==> src/bsfc_pkg.sv <==
`default_nettype none
// -----------------------------------------------------------------------------
// bsfc_pkg: shared definitions of the binaural stereo FIR convolver
// Sizes, register codes and limits, payload structs and the command and status
// structs that join the controller and the datapath.
// -----------------------------------------------------------------------------
package bsfc_pkg;

   // Sizes of the filter and of the response store.
   localparam int TAPS           = 200;
   localparam int NUM_AZIMUTHS   = 25;
   localparam int NUM_ELEVATIONS = 50;
   localparam int SAMPLE_BITS    = 24;

   localparam int TAP_W      = $clog2(TAPS);
   localparam int HIST_AW    = $clog2(TAPS);
   localparam int COEF_DEPTH = NUM_AZIMUTHS * NUM_ELEVATIONS * TAPS;
   localparam int COEF_AW    = $clog2(COEF_DEPTH);
   localparam int PROD_BITS  = 2 * SAMPLE_BITS;
   localparam int ACC_BITS   = PROD_BITS + $clog2(TAPS) + 1;

   // Field widths of the input item.
   localparam int AZ_W  = 5;
   localparam int EL_W  = 6;
   localparam int LTAP_W = 8;

   // Configuration port.
   localparam int CSR_IDX_W  = 1;
   localparam int CSR_DATA_W = 6;
   localparam logic [CSR_IDX_W-1:0] CSR_AZIMUTH   = 1'b0;
   localparam logic [CSR_IDX_W-1:0] CSR_ELEVATION = 1'b1;

   // Register limits and reset values.
   localparam logic [AZ_W-1:0] AZ_LOW   = 5'd2;
   localparam logic [AZ_W-1:0] AZ_HIGH  = 5'd22;
   localparam logic [AZ_W-1:0] AZ_RESET = 5'd13;
   localparam logic [EL_W-1:0] EL_HIGH  = 6'd49;
   localparam logic [EL_W-1:0] EL_RESET = 6'd9;

   // Input item codes.
   localparam logic FUNC_SAMPLE = 1'b0;
   localparam logic FUNC_LOAD   = 1'b1;

   typedef struct packed {
      logic                          func;
      logic signed [SAMPLE_BITS-1:0] sample_in;
      logic [AZ_W-1:0]               load_azimuth;
      logic [EL_W-1:0]               load_elevation;
      logic [LTAP_W-1:0]             load_tap;
      logic                          load_channel;
      logic signed [SAMPLE_BITS-1:0] load_value;
   } req_type;

   typedef struct packed {
      logic signed [SAMPLE_BITS-1:0] left_out;
      logic signed [SAMPLE_BITS-1:0] right_out;
   } rsp_type;

   // Controller to datapath.
   typedef struct packed {
      logic load_we;   // write one coefficient from the request
      logic start;     // store the sample and prime the tap walk
      logic issue;     // read the next tap
      logic out_load;  // move the finished sums into the result register
   } cmd_type;

   // Datapath to controller.
   typedef struct packed {
      logic pipe_busy; // a tap is still in the read or multiply stage
      logic rsp_free;  // the result register can take a new result
   } status_type;

endpackage
`default_nettype wire

==> src/bsfc_ctrl.sv <==
`default_nettype none
// -----------------------------------------------------------------------------
// bsfc_ctrl: sequencer of the binaural stereo FIR convolver
// Accepts requests, counts the taps of one convolution and hands the finished
// result to the output register.
// -----------------------------------------------------------------------------
module bsfc_ctrl (
   input  wire logic                 clock,
   input  wire logic                 reset,
   input  wire logic                 req_valid,
   output logic                      req_stall,
   input  wire logic                 req_func,
   input  wire bsfc_pkg::status_type status,
   output bsfc_pkg::cmd_type         cmd
);

   typedef enum logic [2:0] {
      ST_IDLE  = 3'b001,
      ST_RUN   = 3'b010,
      ST_DRAIN = 3'b100
   } state_type;

   state_type                   state_ff, state_in;
   logic [bsfc_pkg::TAP_W-1:0]  tap_ff, tap_in;
   logic                        accept;

   // Requests are taken only between convolutions.
   assign req_stall = (state_ff != ST_IDLE);
   assign accept    = req_valid && !req_stall;

   // Next state and commands.
   always_comb begin
      state_in     = state_ff;
      tap_in       = tap_ff;
      cmd          = '0;
      unique case (state_ff)
         ST_IDLE: begin
            if (accept) begin
               if (req_func == bsfc_pkg::FUNC_LOAD) begin
                  cmd.load_we = 1'b1;
               end else begin
                  cmd.start = 1'b1;
                  tap_in    = '0;
                  state_in  = ST_RUN;
               end
            end
         end
         ST_RUN: begin
            cmd.issue = 1'b1;
            if (tap_ff == bsfc_pkg::TAP_W'(bsfc_pkg::TAPS - 1)) begin
               state_in = ST_DRAIN;
            end else begin
               tap_in = tap_ff + 1'b1;
            end
         end
         ST_DRAIN: begin
            if (!status.pipe_busy && status.rsp_free) begin
               cmd.out_load = 1'b1;
               state_in     = ST_IDLE;
            end
         end
         default: begin
            state_in = ST_IDLE;
         end
      endcase
   end

   // State registers.
   always_ff @(posedge clock) begin
      if (reset) begin
         state_ff <= ST_IDLE;
         tap_ff   <= '0;
      end else begin
         state_ff <= state_in;
         tap_ff   <= tap_in;
      end
   end

endmodule
`default_nettype wire

==> config.mk <==
export PLATFORM = sky130hd
export DESIGN_NAME = bsfc_ctrl
export DESIGN_NICKNAME = d
export VERILOG_FILES = /design/src/bsfc_pkg.sv /design/src/bsfc_ctrl.sv
export SDC_FILE = /design/constraint.sdc
export NUM_CORES = 1
export LEC_CHECK = 0
export BUFFER_PORTS_ARGS = -buffer_cell sky130_fd_sc_hd__clkbuf_2
export CAP_MARGIN = 40
export CORE_MARGIN = 5
export CORE_UTILIZATION = 40
export CTS_BUF_LIST = sky130_fd_sc_hd__clkbuf_8 sky130_fd_sc_hd__clkbuf_16
export CTS_CLUSTER_SIZE = 24
export DETAILED_ROUTE_END_ITERATION = 8
export GPL_ROUTABILITY_DRIVEN = 1
export PLACE_DENSITY = 0.69
export RECOVER_POWER = 25
export SYNTH_ARGS = -nofsm -noshare
export SYNTH_HDL_FRONTEND = slang
export SYNTH_SLANG_ARGS = --single-unit
==> constraint.sdc <==
create_clock -name clock -period 3.6 [get_ports clock]
set_input_delay 0.72 -clock clock [delete_from_list [all_inputs] [get_ports clock]]
set_output_delay 0.72 -clock clock [all_outputs]
set_load 0.005 [all_outputs]
==> impl_metrics.env, run 1 <==
export IMPL_die_area_mm2=0.002364
export IMPL_cts_sinks=11
export IMPL_post_cts_setup_buffer_count=0
export IMPL_worstMarginPinSlew_ps=557.9
export IMPL_syn_num_nets=74
export IMPL_hold_violations=0
export IMPL_swShare_pct=23.73
export IMPL_portBuffers=10
export IMPL_ff_latch_area_um2=220.2
export IMPL_pin_count=11
export IMPL_crit_type="register to output port"
export IMPL_fmax_ghz=0.4592
export IMPL_relSlewSlack_pct=62.55
export IMPL_first_pass_iters=4
export IMPL_worst_slack_ps=1422
export IMPL_pwr_share_seq_pct=47.3
export IMPL_worstRegToRegCells=4
export IMPL_ant_nets=0
export IMPL_cts_buffers=3
export IMPL_start_kind="register"
export IMPL_cts_resized_gates=0
export IMPL_cp_data_required_time_ps=2880
export IMPL_p_clk_share_pct=44.8
export IMPL_num_rows=14
export IMPL_drv_slew=0
export IMPL_start_util_pct=41.05
export IMPL_ff2ff_setup_slack_ps=1800
export IMPL_drt_total_wl_um=1216
export IMPL_ys_seq_elements=11
export IMPL_clk_latency_ps=240
export IMPL_fin_crit_sh_pct=60.49
export IMPL_grt_busiest_layer="met2"
export IMPL_ir_drop_v=0.0003198
export IMPL_antennaDiodeCount=0
export IMPL_clk_pin_slew_worst_paths_ps=50
export IMPL_die_h_um=48.63
export IMPL_hpwl_um=860
export IMPL_fin_crit_ps=2178
export IMPL_grt_overflow=0
export IMPL_intPower_uw=212.2
export IMPL_grt_first_pass_wirelength_um=2028
export IMPL_viasPerCell=5.698
export IMPL_p_switching_uw=66.02
export IMPL_power_density_mw_per_mm2=396.3
export IMPL_core_area_mm2=0.001454
export IMPL_cts_tree="yes"
export IMPL_drc=0
export IMPL_p_comb_share_pct=8.0
export IMPL_slowest_stage="dfxtp_1"
export IMPL_finClkSkew_ps=1.960
export IMPL_avgSynthCellArea_um2=8.908
export IMPL_grt_pass1_vias=489
export IMPL_synthCells=67
export IMPL_root_buffer="clkbuf_8"
export IMPL_met1_usage_pct=12.52
export IMPL_globalRouteMet3Util_pct=3.988
export IMPL_drive_gt1_share_pct=23.75
export IMPL_use_met2_pct=16.09
export IMPL_final_core_util_pct=48.28
export IMPL_fin_nets=88
export IMPL_cts_path_max_buffers=2
export IMPL_drt_iter0_drc=6
export IMPL_gp_congestion=0.7715
export IMPL_multiInputGateArea_um2=355.3
export IMPL_vias=547
export IMPL_antenna_found_initial=0
export IMPL_min_path_type="register to register"
export IMPL_postCtsHoldBufs=0
export IMPL_path_max_fanout=8
export IMPL_cp_data_arrival_time_ps=1460
export IMPL_fin_setup_tns_ps=0
export IMPL_cap_violations=0
export IMPL_syn_to_final_growth_pct=17.61
export IMPL_rsz0062_at_grt="no"
export IMPL_setup_viol_count_final=0
export IMPL_cp_slowest_stage_delay_ps=470
export IMPL_dieWidth_um=48.63
export IMPL_track_usage_pct=10.97
export IMPL_grt_max_degree=10
export IMPL_wl_per_cell_um=12.67
export IMPL_path_cells="nor3b_1, and3_1, clkbuf_2"
export IMPL_syn_area_um2=596.8
export IMPL_hold_depth=1
export IMPL_synth_cell_types=33
export IMPL_p_leak_nw=0.3103
export IMPL_ys_warn_count=0
export IMPL_end_kind="output port"
export IMPL_yosysSeqAreaShare_pct=36.90
export IMPL_filler_cell_count=150
export IMPL_status="complete, no violations"
export IMPL_h_tree_depth=1
export IMPL_timing_hold_ws_ps=463.4
export IMPL_dp_slack_ps=1464
-- path summary, 6_finish.rpt --
path / start / endpoint
max reg2reg: state_ff[0] / tap_ff[5]
min reg2reg: tap_ff[7] / tap_ff[7]
max: state_ff[0] / cmd[2]
min: tap_ff[7] / tap_ff[7]
-- layer usage --
metal  up-vias  part of all wire (%)
li1        290                     -
met3         6                   2.8
met4         0                   3.8
met2         6                    44
met5         -                     0
met1       245                    49
-- layout by cell type, fill, tap and decap left out, types with 3 or more instances in the layout --
| cell type | count |
|---|---|
| a21oi_1 | 7 |
| and3_1 | 4 |
| clkbuf_2 | 9 |
| clkbuf_8 | 3 |
| dfxtp_1 | 11 |
| inv_1 | 3 |
| nand3_1 | 3 |
| nor3_1 | 3 |
| nor4b_1 | 3 |
-- synthesized netlist by cell type, drive strengths merged --
cell type | count | area share, %
a221o | 1 | 1.7
or4b | 1 | 1.7
nor3 | 4 | 4.2
nand2b | 2 | 2.1
a21oi | 7 | 5.9
a311oi | 1 | 1.5
a32o | 1 | 1.9
nand4 | 1 | 1.0
a211o | 1 | 1.5
nor4b | 3 | 4.4
nand3b | 1 | 1.3
o31ai | 1 | 1.3
nand3 | 3 | 2.5
nor4 | 1 | 1.0
nand2 | 2 | 1.3
dfxtp | 11 | 37
o21ai | 3 | 2.5
ha | 1 | 2.1
and3 | 6 | 6.7
nor3b | 2 | 3.4
o21bai | 1 | 1.3
and2 | 2 | 2.5
a21o | 1 | 1.3
xnor2 | 1 | 1.5
a22o | 1 | 1.5
o21a | 2 | 2.5
inv | 3 | 1.9
a31oi | 2 | 2.1
buf | 1 | 0.84
-- sequential cells by signal, summed over array words and instances (netlist names) --
register  flops
tap_ff        8
state_ff      3
-- power groups by stage --
stage	registers (mW)	clock network, mW	logic [mW]
5_1_grt	0.133	0.134	0.0253
6_report	0.132	0.125	0.0221
2_1_floorplan	0.132	0	0.0133
3_3_place_gp	0.133	0	0.0211
3_5_place_dp	0.134	0	0.0217
4_1_cts	0.132	0.126	0.0225
-- through the flow --
step                instance area (µm²)  instances  total power, mW
floorplan                         596.8         67           0.1458
global placement                  661.9         92           0.1546
detailed placement                661.9         92           0.1553
CTS                               708.2         96           0.2804
global route                      701.9         96           0.2919
finish                            701.9         96           0.2782
-- critical path, delay by kind of cell, from the launching register on --
family,cells,cell delay [ps]
AND/OR/NAND/NOR,2,630
flip-flops,1,470
buffers and inverters,1,120
-- final cells by class --
cell class / count / share of cell area [%]
timing repair buffer: 10 / 6.952
sequential: 11 / 31.37
clock inverter: 1 / 0.7130
multi-input combinational: 52 / 50.62
clock buffer: 3 / 5.882
tap: 16 / 2.852
inverter: 3 / 1.604
-- cell families after synthesis --
kind of cell	after synthesis	synth area share, %
adders and majority gates	1	2.096
AOI/OAI and AO/OA	22	24.74
DFF	11	36.90
and+or+nand+nor	28	32.07
xor gates and xnor gates	1	1.468
buffers and inverters	4	2.724
No activity file was read; power rests on OpenSTA's default activity.
==> run 2, diff against run 1 <==
PLACE_DENSITY = 0.71   (was 0.69)
clock period = 2 ns   (was 3.6 ns; I/O delays follow)
==> impl_metrics.env, run 2 (same netlist as run 1, synthesis figures left out) <==
export IMPL_top_register="tap_ff"
export IMPL_crit_start="state_ff[0]"
export IMPL_cts_buffers=3
export IMPL_start_kind="register"
export IMPL_critical_path_top_delay_family="simple AND/OR/NAND/NOR gates"
export IMPL_cts_resized_gates=0
export IMPL_drive_gt1_share_pct=25.00
export IMPL_die_h_um=48.63
export IMPL_ir_drop_v=0.0004005
export IMPL_antennaDiodeCount=0
export IMPL_root_buffer="clkbuf_8"
export IMPL_clk_pin_slew_worst_paths_ps=50
export IMPL_largest_reg_flops=8
export IMPL_dp_slack_ps=389.6
export IMPL_grt_max_degree=10
export IMPL_hold_violations=0
export IMPL_ant_nets=0
export IMPL_status="complete, no violations"
export IMPL_path_cells="nor3b_2, and3_1, clkbuf_2"
export IMPL_grt_first_pass_wirelength_um=1966
export IMPL_worstMarginPinSlew_ps=516.6
export IMPL_cts_path_max_buffers=2
export IMPL_num_rows=14
export IMPL_dieWidth_um=48.63
export IMPL_timing_hold_ws_ps=420.0
export IMPL_final_area_um2=706.9
export IMPL_cp_data_required_time_ps=1600
export IMPL_postCtsHoldBufs=0
export IMPL_holdCritStartpoint="reset"
export IMPL_syn_to_final_growth_pct=18.45
export IMPL_final_cell_mix="11 x dfxtp_1, 10 x clkbuf_2, 7 x a21oi_1"
export IMPL_antenna_found_initial=0
export IMPL_finClkSkew_ps=0.3728
export IMPL_worst_slack_ps=280.9
export IMPL_fin_crit_ps=1719
export IMPL_cp_data_arrival_time_ps=1320
export IMPL_die_area_mm2=0.002364
export IMPL_grt_overflow=0
export IMPL_cts_sinks=11
export IMPL_cap_violations=0
export IMPL_p_leak_nw=0.3169
export IMPL_relSlewSlack_pct=65.33
export IMPL_wl_per_cell_um=11.70
export IMPL_fin_nets=88
export IMPL_post_cts_setup_buffer_count=0
export IMPL_path_max_fanout=8
export IMPL_vias=536
export IMPL_gp_congestion=0.7917
export IMPL_rsz0062_at_grt="no"
export IMPL_core_area_mm2=0.001454
export IMPL_cts_tree="yes"
export IMPL_start_util_pct=41.05
export IMPL_fin_crit_sh_pct=85.96
export IMPL_reg_top3="tap_ff (8), state_ff (3)"
export IMPL_cp_slowest_stage_delay_ps=460
export IMPL_setup_viol_count_final=0
export IMPL_drt_iter0_drc=5
export IMPL_drv_slew=0
export IMPL_end_kind="output port"
export IMPL_min_path_type="input pin to register"
export IMPL_slowest_stage="dfxtp_1"
export IMPL_fmax_ghz=0.5817
export IMPL_fin_setup_tns_ps=0
export IMPL_first_pass_iters=3
export IMPL_drc=0
export IMPL_h_tree_depth=1
export IMPL_cp_num_buf_inv=1
export IMPL_clk_latency_ps=230
export IMPL_drt_total_wl_um=1123
export IMPL_track_usage_pct=10.28
export IMPL_filler_cell_count=140
export IMPL_viasPerCell=5.583
export IMPL_grt_pass1_vias=463
export IMPL_pin_count=11
export IMPL_hpwl_um=853.1
export IMPL_r2r_start="tap_ff[0]"
export IMPL_placed_area_um2=661.9
export IMPL_power_density_mw_per_mm2=687.3
export IMPL_final_common_cell="dfxtp_1"
export IMPL_crit_type="register to output port"
export IMPL_portBuffers=10
run 2: layer usage:
metal / global-route usage [%] / wire length [µm]
met2: 14.35 / 519
met5: 0 / 0
met4: 4.036 / 10
met1: 13.67 / 556
met3: 4.601 / 36
run 2: final timing paths:
| check | endpoint | slack [ps] | cells past startpoint |
|---|---|---|---|
| hold reg to reg | tap_ff[7] | 470 | 1 |
| setup reg to reg | tap_ff[5] | 370 | 5 |
| hold / removal | state_ff[2] | 420 | 2 |
| setup / recovery | cmd[2] | 280 | 3 |
run 2: where the power goes:
group | total (mW) | internal (mW) | switching (mW)
logic | 0.0383 | 0.0189 | 0.0194
registers | 0.237 | 0.227 | 0.00963
clock network | 0.211 | 0.134 | 0.0768
total | 0.486 | 0.380 | 0.106
run 2: through the flow:
step / std cells / util (%) / power [mW]
5_1_grt: 96 / 48.62 / 0.5153
6_report: 96 / 48.62 / 0.4859
3_3_place_gp: 92 / 45.53 / 0.2783
3_5_place_dp: 92 / 45.53 / 0.2791
2_1_floorplan: 67 / - / 0.2625
4_1_cts: 96 / 48.62 / 0.4979
run 2: layout make-up:
| type | count | area (µm²) | area share, % |
|---|---|---|---|
| clock buffers | 3 | 41.29 | 5.841 |
| clock inverters | 1 | 3.754 | 0.5310 |
| flip-flops and latches | 11 | 220.2 | 31.15 |
| repair buffers | 10 | 50.05 | 7.080 |
| multi-input cells | 52 | 360.3 | 50.97 |
| well taps | 16 | 20.02 | 2.832 |
| inverters | 3 | 11.26 | 1.593 |
run 2: worst reg2reg max path, delay by kind of cell, from the launching register on:
family                   cells  cell delay [ps]
AO/OA/AOI/OAI                2              490
adder cells (fa/ha/maj)      1              240
flip-flops                   1              340
AND/OR/NAND/NOR              2              450
==> run 3, diff against run 2 <==
RECOVER_POWER = default   (was 25)
==> impl_metrics.env, run 3 (same netlist as run 1, synthesis figures left out) <==
export IMPL_start_util_pct=41.05
export IMPL_drc=0
export IMPL_p_leak_nw=0.3174
export IMPL_drt_total_wl_um=1123
export IMPL_worstMarginPinSlew_ps=516.6
export IMPL_num_rows=14
export IMPL_finClkSkew_ps=0.3728
export IMPL_drt_iter0_drc=5
export IMPL_antenna_found_initial=0
export IMPL_gp_congestion=0.7917
export IMPL_largest_reg_flops=8
export IMPL_fin_crit_sh_pct=85.96
export IMPL_reg_top3="tap_ff (8), state_ff (3)"
export IMPL_syn_to_final_growth_pct=18.45
export IMPL_cts_tree="yes"
export IMPL_viasPerCell=5.583
export IMPL_start_kind="register"
export IMPL_setup_viol_count_final=0
export IMPL_first_pass_iters=3
export IMPL_placed_area_um2=661.9
export IMPL_antennaDiodeCount=0
export IMPL_cts_sinks=11
export IMPL_ir_drop_v=0.0004005
export IMPL_top_register="tap_ff"
export IMPL_wl_per_cell_um=11.70
export IMPL_h_tree_depth=1
export IMPL_fmax_ghz=0.5817
export IMPL_clk_latency_ps=230
export IMPL_vias=536
export IMPL_root_buffer="clkbuf_8"
export IMPL_grt_first_pass_wirelength_um=1966
export IMPL_cp_data_required_time_ps=1600
export IMPL_end_kind="output port"
export IMPL_portBuffers=10
export IMPL_grt_max_degree=10
export IMPL_fin_crit_ps=1719
export IMPL_pin_count=11
export IMPL_drv_slew=0
export IMPL_cap_violations=0
export IMPL_cts_path_max_buffers=2
export IMPL_dieWidth_um=48.63
export IMPL_ant_nets=0
export IMPL_die_h_um=48.63
export IMPL_final_area_um2=706.9
export IMPL_track_usage_pct=10.28
export IMPL_clk_pin_slew_worst_paths_ps=50
export IMPL_power_density_mw_per_mm2=687.3
export IMPL_hold_violations=0
export IMPL_post_cts_setup_buffer_count=0
export IMPL_rsz0062_at_grt="no"
export IMPL_hpwl_um=853.1
export IMPL_relSlewSlack_pct=65.33
export IMPL_final_common_cell="dfxtp_1"
export IMPL_grt_overflow=0
export IMPL_path_max_fanout=8
export IMPL_cp_data_arrival_time_ps=1320
export IMPL_final_cell_mix="11 x dfxtp_1, 10 x clkbuf_2, 7 x a21oi_1"
export IMPL_fin_setup_tns_ps=0
export IMPL_status="complete, no violations"
export IMPL_die_area_mm2=0.002364
export IMPL_cts_resized_gates=0
export IMPL_drive_gt1_share_pct=25.00
export IMPL_min_path_type="input pin to register"
export IMPL_crit_type="register to output port"
export IMPL_fin_nets=88
export IMPL_grt_pass1_vias=463
export IMPL_cts_buffers=3
export IMPL_core_area_mm2=0.001454
export IMPL_postCtsHoldBufs=0
## run 3: changes by cell type in the layout (fill, tap and decap cells not counted)
cell / before / now
o21ai_0: 2 / 1
o21ai_1: 1 / 2
## run 3: per-stage QoR
stage	power, mW	std cells	util (%)	worst slack [ps]	hold WS, ps
after global routing	0.5153	96	48.62	155.7	427.2
after global placement	0.2783	92	45.53	396.0	442.7
after floorplan	0.2625	67	-	473.2	421.8
after CTS	0.4979	96	48.62	277.6	411.8
after detailed placement	0.2791	92	45.53	389.6	450.6
final	0.4859	96	48.62	280.9	420.0
## run 3: layout make-up
| cell class | instances | area [µm²] |
|---|---|---|
| Timing Repair Buffer | 10 | 50.05 |
| Inverter | 3 | 11.26 |
| Sequential cell | 11 | 220.2 |
| Multi-Input combinational cell | 52 | 360.3 |
| Clock inverter | 1 | 3.754 |
| Fill cell | 140 | 747.0 |
| Clock buffer | 3 | 41.29 |
| Tap cell | 16 | 20.02 |
## run 3: final timing paths
check / slack [ps] / start / end / cells after the start
hold / removal: 420 / reset / state_ff[2] / 2
hold reg to reg: 460 / tap_ff[7] / tap_ff[7] / 1
setup / recovery: 280 / state_ff[0] / cmd[2] / 3
setup reg to reg: 370 / tap_ff[0] / tap_ff[5] / 5
## run 3: report_power, final
group | internal (mW) | total (mW) | switching, mW
Combinational | 0.0189 | 0.0383 | 0.0194
Clock | 0.134 | 0.211 | 0.0768
Sequential | 0.227 | 0.237 | 0.00963
## run 3: metal layers
metal,vias to the layer above,wire length (µm),track usage [%]
li1,287,-,-
met1,243,556,13.67
met2,4,519,14.35
met3,2,36,4.601
met4,0,10,4.036
met5,-,0,0
## run 3: critical path, stage by stage, from the launching register on
cell and delay (ps):
dfxtp_1 460, nor3b_2 290, and3_1 210, clkbuf_2 120
